===== src/sv/rect_overlap_table_defines.svh =====
// ---------------------------------------------------------------------------
// Assertion macros for the rectangle overlap table
// Concurrent assertion forms used by the rot_back RTL module.
// ---------------------------------------------------------------------------
`ifndef RECT_OVERLAP_TABLE_DEFINES_SVH
`define RECT_OVERLAP_TABLE_DEFINES_SVH

// Implication checked on every clock edge outside reset.
`define ROT_ASSERT_IMPL(label, ante, cons, msg) \
    label: assert property (@(posedge clk) disable iff (!rst_n) (ante) |-> (cons)) \
        else $error(msg);

// Implication whose consequent is checked in the cycle after the antecedent.
`define ROT_ASSERT_NEXT(label, ante, cons, msg) \
    label: assert property (@(posedge clk) disable iff (!rst_n) (ante) |=> (cons)) \
        else $error(msg);

`endif


===== src/sv/rot_pkg.sv =====
// ---------------------------------------------------------------------------
// Rectangle overlap table package
// Command and status codes, back end state codes and output field widths.
// ---------------------------------------------------------------------------
package rot_pkg;

    typedef enum logic [1:0] {
        CMD_INSERT = 2'd0,
        CMD_REMOVE = 2'd1,
        CMD_CLEAR  = 2'd2,
        CMD_QUERY  = 2'd3
    } cmd_t;

    typedef enum logic [2:0] {
        ST_INSERTED  = 3'd0,
        ST_FULL      = 3'd1,
        ST_REMOVED   = 3'd2,
        ST_NOT_FOUND = 3'd3,
        ST_HIT       = 3'd4,
        ST_NO_HIT    = 3'd5
    } status_t;

    typedef enum logic [2:0] {
        BK_IDLE,
        BK_SCAN,
        BK_MOVE,
        BK_WAIT,
        BK_EMIT
    } bk_state_t;

    localparam int unsigned FILL_BITS = 7;
    localparam int unsigned OUT_TAG_BITS = 32;

endpackage


===== src/sv/rot_front.sv =====
// ---------------------------------------------------------------------------
// Rectangle overlap table front end
// Accepts commands into a two-entry queue toward the back end.
// ---------------------------------------------------------------------------
module rot_front
    import rot_pkg::*;
#(
    parameter int W = 98
)
(
    input  logic         clk,
    input  logic         rst_n,
    input  logic         in_valid,
    output logic         in_ready,
    input  logic [W-1:0] in_data,
    output logic         q_valid,
    input  logic         q_ready,
    output logic [W-1:0] q_data
);

    logic [W-1:0] slot_reg [2];
    logic         rd_ptr_reg;
    logic         wr_ptr_reg;
    logic [1:0]   cnt_reg;
    logic         push;
    logic         pop;

    assign in_ready = (cnt_reg != 2'd2);
    assign q_valid  = (cnt_reg != 2'd0);
    assign q_data   = slot_reg[rd_ptr_reg];
    assign push     = in_valid && in_ready;
    assign pop      = q_valid && q_ready;

    always_ff @(posedge clk)
    begin
        if (push)
        begin
            slot_reg[wr_ptr_reg] <= in_data;
        end
    end

    always_ff @(posedge clk or negedge rst_n)
    begin
        if (!rst_n)
        begin
            rd_ptr_reg <= 1'b0;
            wr_ptr_reg <= 1'b0;
            cnt_reg    <= 2'd0;
        end
        else
        begin
            if (push)
            begin
                wr_ptr_reg <= !wr_ptr_reg;
            end
            if (pop)
            begin
                rd_ptr_reg <= !rd_ptr_reg;
            end
            cnt_reg <= cnt_reg + {1'b0, push} - {1'b0, pop};
        end
    end

endmodule


===== config.mk =====
export PLATFORM = sky130hd
export DESIGN_NAME = rot_front
export DESIGN_NICKNAME = d
export VERILOG_FILES = /design/src/sv/rect_overlap_table_defines.svh /design/src/sv/rot_pkg.sv /design/src/sv/rot_front.sv
export SDC_FILE = /design/constraint.sdc
export NUM_CORES = 1
export LEC_CHECK = 0
export ABC_AREA = 1
export BUFFER_PORTS_ARGS = -buffer_cell sky130_fd_sc_hd__buf_4
export CAP_MARGIN = 5
export CORE_ASPECT_RATIO = 1.5
export CORE_UTILIZATION = 45
export CTS_CLUSTER_SIZE = 12
export DETAILED_ROUTE_END_ITERATION = 12
export MAX_ROUTING_LAYER = met4
export PLACE_DENSITY_LB_ADDON = 0.08
export SKIP_LAST_GASP = 1
export SYNTH_ARGS = -nofsm -noshare
export SYNTH_HDL_FRONTEND = slang
export SYNTH_SLANG_ARGS = --single-unit

===== constraint.sdc =====
create_clock -name clk -period 6.8 [get_ports clk]
set_clock_uncertainty 0.1 [all_clocks]
set_input_delay 1.36 -clock clk [delete_from_list [all_inputs] [get_ports clk]]
set_output_delay 1.36 -clock clk [all_outputs]
set_load 0.01 [all_outputs]

# Word-level counts from Yosys, hierarchy flattened
# Memories as Yosys holds them, arrays and structs flattened.
# Index checks and enable logic that the tools add are counted.
[op_classes]
muxes = 2
reduce_logical = 5
n_eq_ne = 1
add_sub_neg = 2
[op_table]
columns = ["cell", "count"]
rows = [
  ["adder 2 x 1 -> 2 bit", 1],
  ["logical AND 1 bit", 2],
  ["zero test 1 bit", 2],
  ["two-way mux 1 bit", 2],
  ["inequality test 2 bit (second input constant)", 1],
  ["nonzero test 2 bit", 1],
  ["subtractor 2 x 1 -> 2 bit", 1],
]
[word_totals]
mem_bits_rw = 196
word_cells = 14
n_memories = 1
input_bits = 102
regBits = 4
[mem_list]
columns = ["memory", "depth", "width", "read_ports", "rd_clocked_by_memory_dff", "write_ports", "line", "source"]
rows = [
  ["slot_reg", 2, 98, 1, 0, 1, "rot_front.sv:21", "logic [W-1:0] slot_reg [2];"],
]

# Longest topological paths before layout
# Gate-level depths: netlist of the first run.
[logic_depth]
word_depth = 4
ltp_mapped = 12
ltp_nobuf = 12

# Worst setup path before layout of the first run
# Ideal clock, no wire load.
[synth_path]
path_kind = "input to register"
startpoint = "input in_valid"
endpoint = "memory slot_reg[1][0], enable pin"
n_path_buf = 0
arrival_time_ns = 5.569
path_stages = 2
required_ns = 6.143
slack_ns = 0.574
path_cell_list = "nand2_1 nor2_1"
[synth_via]
elab_chain_len = 3
[synth_rtl]
columns = ["element", "line", "source"]
rows = [
  ["start: declaration", "rot_front.sv:13", "input logic in_valid,"],
  ["logical AND 1 bit", "rot_front.sv:31", "assign push = in_valid && in_ready;"],
  ["two-way mux 1 bit", "rot_front.sv:36", "if (push)"],
  ["two-way mux 1 bit (not written as such)", "rot_front.sv:38", "slot_reg[wr_ptr_reg] <= in_data;"],
  ["end: declaration", "rot_front.sv:21", ""],
]
# No other way between the ends.

# Worst setup path after layout of the first run
[layout_path]
startpoint = "register rd_ptr_reg"
endpoint = "output q_data[82]"
[layout_via]
elab_chain_len = 1
[layout_rtl]
columns = ["element", "line", "source"]
rows = [
  ["start: declaration", "rot_front.sv:22", "logic rd_ptr_reg;"],
  ["start signal: assignment", "rot_front.sv:58", "rd_ptr_reg <= !rd_ptr_reg;"],
  ["memory (2 x 98 bit)", "n/a", ""],
  ["end: declaration", "rot_front.sv:18", "output logic [W-1:0] q_data"],
]
# No other way between the ends.

==> metrics.cfg, run 1 <==
[setup_path]
critical_path_buf_inv_count=2
crit_end=q_data[82]
startpoint_type=flip-flop
path_delay_family=flip-flops
path_max_fanout=99
reg2regPathDepth=5
crit_type=flip-flop to output port
crit_slowest_cell=dfrtp_4
cp.required_ns=5.34
r2r-start=cnt_reg[0]$_DFF_PN0_
crit_path_start=rd_ptr_reg$_DFFE_PN0P_
crit_top_cell=nand2_1
cp_slowest_stage_delay_ns=1.18
cp_cell_sequence=inv_4 > nand2_1 > nand2_1 > buf_4
crit_path_end_kind=output port
arrival_ns=2.79
reg2reg_slack_ns=3.90
crit_cells=4
timing.rr.end=slot_reg[1][30]$_DFFE_PP_

[routing]
drt_iter0_drc=203
vias=4517
wl_um=14800
viasPerCell=4.70
dr.pass1.iters=4
drc=0
drtAntennaViolNets=0
routedWlPerCell_um=15.4

[die]
ios=202
die_w_um=106
start_util=0.466
rows=56
die_h_um=158
die-area_mm2=0.0168
core-area_mm2=0.0158

[clocking]
root_buffer=clkbuf_16
h-tree-depth=4
cts_made_buffers=17
clk_pin_slew_ns=0.07
cts_sinks=200
cts_buffer_depth=2
cts_resized=0
cts_hold_buf=0
clk_latency_ns=0.42
postCtsSetupRepairBufs=0
cts_tree=yes

[sta]
finalHoldViolations=0
timing.hold.ws_ns=0.479
rsz0062_at_grt=no
tns_ns=0
finalCriticalPeriod_ns=4.25
worstMarginPinSlew_ns=1.16
worst_slew_margin_rel=0.227
fmax_ghz=0.235
setup_viol=0
slew_viol_final=0
min_period_over_period=0.625

[finish]
n_antenna_cell=0
final_cell_area_mm2=0.00958
stdcell_count=961
largest_reg_flops=196
area_growth_syn_to_layout_pct=30.5
layout-drive-gt1-share=0.315
fin_nets=848

[yosys]
synth_nets=646
yosys_warnings=0
ys_ff_latch=200
yosysSeqAreaShare=0.815
syn_avg_cell_area_um2=13.5
syn-cell-area_mm2=0.00734
netlist_instances=543
synth_cell_types=14

[placed_design]
dp_cells=929
place.detailed.hpwl_um=9120
io_buffers=201
post_dp_cell_area_mm2=0.00902
gp_congestion=0.736

[global_route]
grt_pass1_vias=4570
track_usage=0.187
grt_pass1_wl_um=22500
grt_overflow_total=0
antenna_found_initial=0
grt_max_degree=100

[power_and_ir_drop]
ir_drop_mv=0.207
power.density_mw_per_mm2=432
p_leak_nw=4.09

[worst_hold_path]
hold_path_class=flip-flop to flip-flop

[flow_run]
drv_cap=0

[run_status]
outcome=completed

## per-layer routing
| layer | vias to the layer above | share of wire | GRT usage |
|---|---|---|---|
| li1 | 2229 | - | - |
| met1 | 2125 | 0.38 | 0.204 |
| met2 | 149 | 0.54 | 0.317 |
| met3 | 14 | 0.065 | 0.0585 |
| met4 | 0 | 0.016 | 0.0767 |
| met5 | - | 0 | - |
## worst register-to-register path: stages, from the launching register on
cell     delay [ns]
dfrtp_1        0.40
inv_1          0.05
nand2_1        0.14
nand2_1        0.21
nor2_4         0.67
buf_4          0.88
## logic make-up (layout without fill, tap and decap cells)
logic type      after synthesis  in the layout  share of synthesized area
compound gates                2              2                    0.00136
fa+ha+maj                     1              1                    0.00170
flops                       200            200                      0.815
simple gates                310            310                      0.159
xor+xnor                      1              1                    0.00119
buf+inv                      29            244                     0.0218
## power breakdown
| part | leakage [nW] | internal [mW] | switching, mW |
|---|---|---|---|
| logic | 1.94 | 0.575 | 0.778 |
| registers | 1.87 | 1.68 | 0.162 |
| clock network | 0.280 | 0.485 | 0.459 |
| total | 4.09 | 2.74 | 1.40 |
## worst min-delay path by stage
stage / start / endpoint / slack, ns / depth (start not counted)
after floorplan: wr_ptr_reg$_DFFE_PN0P_ / wr_ptr_reg$_DFFE_PN0P_ / 0.38 / 2
final: cnt_reg[0]$_DFF_PN0_ / cnt_reg[0]$_DFF_PN0_ / 0.48 / 1
after CTS: cnt_reg[0]$_DFF_PN0_ / cnt_reg[0]$_DFF_PN0_ / 0.48 / 1
after detailed placement: wr_ptr_reg$_DFFE_PN0P_ / wr_ptr_reg$_DFFE_PN0P_ / 0.47 / 2
after global routing: cnt_reg[0]$_DFF_PN0_ / cnt_reg[0]$_DFF_PN0_ / 0.50 / 1
after global placement: cnt_reg[0]$_DFF_PN0_ / cnt_reg[0]$_DFF_PN0_ / 0.43 / 1
## layout make-up
class,instances,area (um2)
inverter,8,32.5
clock buffer,17,425
timing repair buffer,204,1530
clock inverter,15,139
fill,1256,6180
sequential,200,5990
tap,203,254
multi-input combinational,314,1210
## placed cells by master, fill, tap and decap left out, types with 2 or more instances in the layout
master     synthesis  final
nor2_1             5      3
clkinv_4           0      2
buf_4              4    204
nand3_1            2      2
inv_6              0      6
clkinv_8           0      2
dfrtp_1            4      3
clkinv_2           0      2
clkbuf_16          0     17
nor2_4             0      2
nand2_1          303    303
edfxtp_1         196    196
inv_8              0      2
inv_1              7      7
## synth_stat cells
cell        n  share of area
buf_4       4         0.0041
edfxtp_1  196           0.80
inv_1       7         0.0036
ha_1        1         0.0017
nand3_1     2         0.0014
buf_2      15          0.010
o21ai_0     1        0.00068
xor2_1      1         0.0012
inv_4       1        0.00085
buf_6       2         0.0031
dfrtp_1     4          0.014
a21oi_1     1        0.00068
nor2_1      5         0.0026
nand2_1   303           0.15
## through the flow
step | util | power, mW | setup WS, ns
finish | 0.608 | 4.14 | 2.55
global route | 0.608 | 4.41 | 2.26
CTS | 0.608 | 4.21 | 2.45
detailed placement | 0.572 | 3.26 | 2.95
global placement | 0.572 | 3.23 | 2.99
floorplan | - | 2.57 | 0.574
No activity file was read; power rests on OpenSTA's default activity.
==> inputs of run 2 (changes only) <==
--- a/config.mk
+++ b/config.mk
@@ -5,7 +5,7 @@
 export SDC_FILE = /design/constraint.sdc
 export NUM_CORES = 1
 export LEC_CHECK = 0
-export ABC_AREA = 1
+export ABC_AREA = 0
 export BUFFER_PORTS_ARGS = -buffer_cell sky130_fd_sc_hd__buf_4
 export CAP_MARGIN = 5
 export CORE_ASPECT_RATIO = 1.5
==> constraint.sdc (replaced) <==
create_clock -name clk -period 4.26 [get_ports clk]
set_clock_uncertainty 0.1 [all_clocks]
set_input_delay 0.852 -clock clk [delete_from_list [all_inputs] [get_ports clk]]
set_output_delay 0.852 -clock clk [all_outputs]
set_load 0.01 [all_outputs]
==> run 2 against run 1 <==
Design area grew 0.51%. Flip-flop and latch count unchanged. Hold slack got worse by 0.36 ns. Sequential share of layout area is 0.32 points lower. Clock-buffer cell count stayed put. Worst setup slack worse by 1.5 ns. Synthesized area down 0.29%. Clock power grew 55%. Utilization is 0.31 points higher. Critical endpoint is now q_data[0]. Largest cell class unchanged.
==> metrics.cfg, run 2 <==
[run_status]
outcome=completed

[die]
rows=56  ; unchanged
start_util=0.464  ; -0.00135
die_h_um=158  ; -0.15%
die_w_um=106  ; -0.14%
ios=202  ; unchanged
core-area_mm2=0.0158  ; unchanged
die-area_mm2=0.0168  ; -0.29%

[sta]
tns_ns=0  ; unchanged
setup_viol=0  ; unchanged
finalCriticalPeriod_ns=3.21
worstMarginPinSlew_ns=0.858  ; -0.299 ns
min_period_over_period=0.754
finalHoldViolations=0  ; unchanged
worst_slew_margin_rel=0.428  ; +0.201
slew_viol_final=0  ; unchanged
rsz0062_at_grt=no
fmax_ghz=0.311
worst_slack_ns=1.05  ; -1.50 ns

[yosys]
synth_nets=430  ; -33%
synth_cell_types=19  ; +5
yosysSeqAreaShare=0.817  ; +0.00237
synth.top_cells.by_count=edfxtp_1 (196), mux2_2 (88), mux2_4 (10)
ys_ff_latch=200  ; unchanged
netlist_instances=327  ; -40%
syn-cell-area_mm2=0.00732  ; -0.29%
synth_top_area_share=0.804  ; +0.00233
synth_area_leaders=edfxtp_1 (80%), mux2_2 (14%), mux2_4 (2.1%)
synth_most_common_cell=edfxtp_1
syn_avg_cell_area_um2=22.4  ; +66%
synth_top_area_cell=edfxtp_1
ys.flop_type=edfxtp_1
async_flop_share=0.0200  ; unchanged
synth_edf_count=196  ; unchanged
yosys_warnings=0  ; unchanged

[power_and_ir_drop]
p_sw_mw=1.83  ; +31%
power.density_mw_per_mm2=663  ; +53%
swShare=0.286  ; -0.0514
sequentialPowerShare=0.453  ; +0.008
p_leak_nw=3.60  ; -12%
ir_drop_mv=0.436  ; +110%
p_comb_frac=0.318  ; -0.009
intPower_mw=4.56  ; +66%
clockPowerShare=0.229  ; about the same
total_power_mw=6.38  ; +54%

[setup_path]
crit_type=flip-flop to output port
arrival_ns=2.26  ; -0.53 ns
reg2regPathDepth=3  ; -2
crit_path_end_kind=output port
startpoint_type=flip-flop
path_max_fanout=51  ; -48%
cp.required_ns=3.31  ; -2.03 ns

[finish]
final_util=0.611  ; +0.00310
largest_reg_flops=196  ; unchanged
fin_nets=642  ; -24%
area_growth_syn_to_layout_pct=31.6
layout-drive-gt1-share=0.611  ; +0.296
final_cell_mix=buf_4 (201), edfxtp_1 (196), mux2_2 (88)
layout_commonest_cell=buf_4

[routing]
viasPerCell=4.84  ; +3.0%
wl_um=13400  ; -9.3%
dr.pass1.iters=4  ; unchanged
routedWlPerCell_um=17.8  ; +16%
vias=3649  ; -19%
drc=0  ; unchanged
drt_iter0_drc=125  ; -38%
drtAntennaViolNets=0  ; unchanged

[global_route]
grt_pass1_vias=3804  ; -17%
grt_max_degree=99  ; -1.0%
track_usage=0.169  ; -0.0183
grt_pass1_wl_um=19700  ; -12%
grt_overflow_total=0  ; unchanged
antenna_found_initial=1  ; +1

[clocking]
postCtsSetupRepairBufs=0  ; unchanged
cts_buffer_depth=2  ; unchanged
cts_hold_buf=0  ; unchanged
cts_sinks=200  ; unchanged
cts_made_buffers=17  ; unchanged
root_buffer=clkbuf_16
h-tree-depth=4  ; unchanged
clk_latency_ns=0.41  ; about the same
cts_tree=yes
cts_resized=0  ; unchanged
clk_pin_slew_ns=0.07  ; about the same

[placed_design]
gp_congestion=0.744  ; +1.1%
io_buffers=201  ; unchanged
place.detailed.hpwl_um=8810  ; -3.4%
dp_slack_ns=1.46  ; -1.49 ns

[flow_run]
drv_cap=0  ; unchanged

[worst_hold_path]
hold_path_class=primary input to async pin

## run 2: cell types whose count changed after synthesis, sizes merged, moves of 2 or more
cell,previous run,this run
buf,21,11
inv,8,0
nor2,5,3
nand2,303,2
xnor2,0,3
mux2,0,98
## run 2: kinds of logic after synthesis
family | share of synthesized area
AO/OA/AOI/OAI | 0.00325
adder cells (fa/ha/maj) | 0.00171
AND/OR/NAND/NOR | 0.00803
multiplexers | 0.156
buffers and inverters | 0.0101
XOR/XNOR | 0.00359
flip-flops | 0.817
## run 2: final timing paths
kind	from	endpoint	slack [ns]
max	rd_ptr_reg$_DFFE_PN0P_	q_data[0]	1.05
min	rst_n	cnt_reg[0]$_DFF_PN0_	0.12
max reg2reg	cnt_reg[0]$_DFF_PN0_	slot_reg[1][55]$_DFFE_PP_	2.11
min reg2reg	wr_ptr_reg$_DFFE_PN0P_	wr_ptr_reg$_DFFE_PN0P_	0.45
max in group asynchronous	rst_n	rd_ptr_reg$_DFFE_PN0P_	3.82
min in group clk	wr_ptr_reg$_DFFE_PN0P_	wr_ptr_reg$_DFFE_PN0P_	0.45
## run 2: metal layers
metal | up-vias | global-route usage | wire [um]
met3 | 12 | 0.0552 | 791
met4 | 0 | 0.0595 | 141
met1 | 1799 | 0.177 | 4990
met5 | - | - | 0
li1 | 1722 | - | -
met2 | 116 | 0.296 | 7510
## run 2: metrics by stage
stage | std cells | instance area, um2 | hold WS, ns
2_1_floorplan | 327 | 7320 | 0.379
3_3_place_gp | 723 | 9090 | 0.437
3_5_place_dp | 723 | 9090 | 0.446
4_1_cts | 753 | 9630 | 0.0960
5_1_grt | 754 | 9630 | 0.0924
6_report | 754 | 9630 | 0.120
## run 2: power groups by stage
stage	sequential [mW]	clock, mW	combinational, mW
CTS	2.90	1.51	2.08
floorplan	2.84	0	1.22
finish	2.89	1.46	2.03
global placement	2.93	0	2.05
global route	2.94	1.58	2.18
detailed placement	2.95	0	2.07
## run 2: critical path, stage by stage, from the launching register on
cell and delay (ns):
dfrtp_4 0.87, buf_12 0.35, mux2_2 0.39, buf_4 0.14
## run 2: layout make-up
type | count | area (um2)
fill | 1234 | 6130
sequential | 200 | 5990
timing repair buffer | 204 | 1570
multi-input combinational | 116 | 1270
clock buffer | 17 | 425
tap | 203 | 254
clock inverter | 13 | 118
antenna | 1 | 2.50
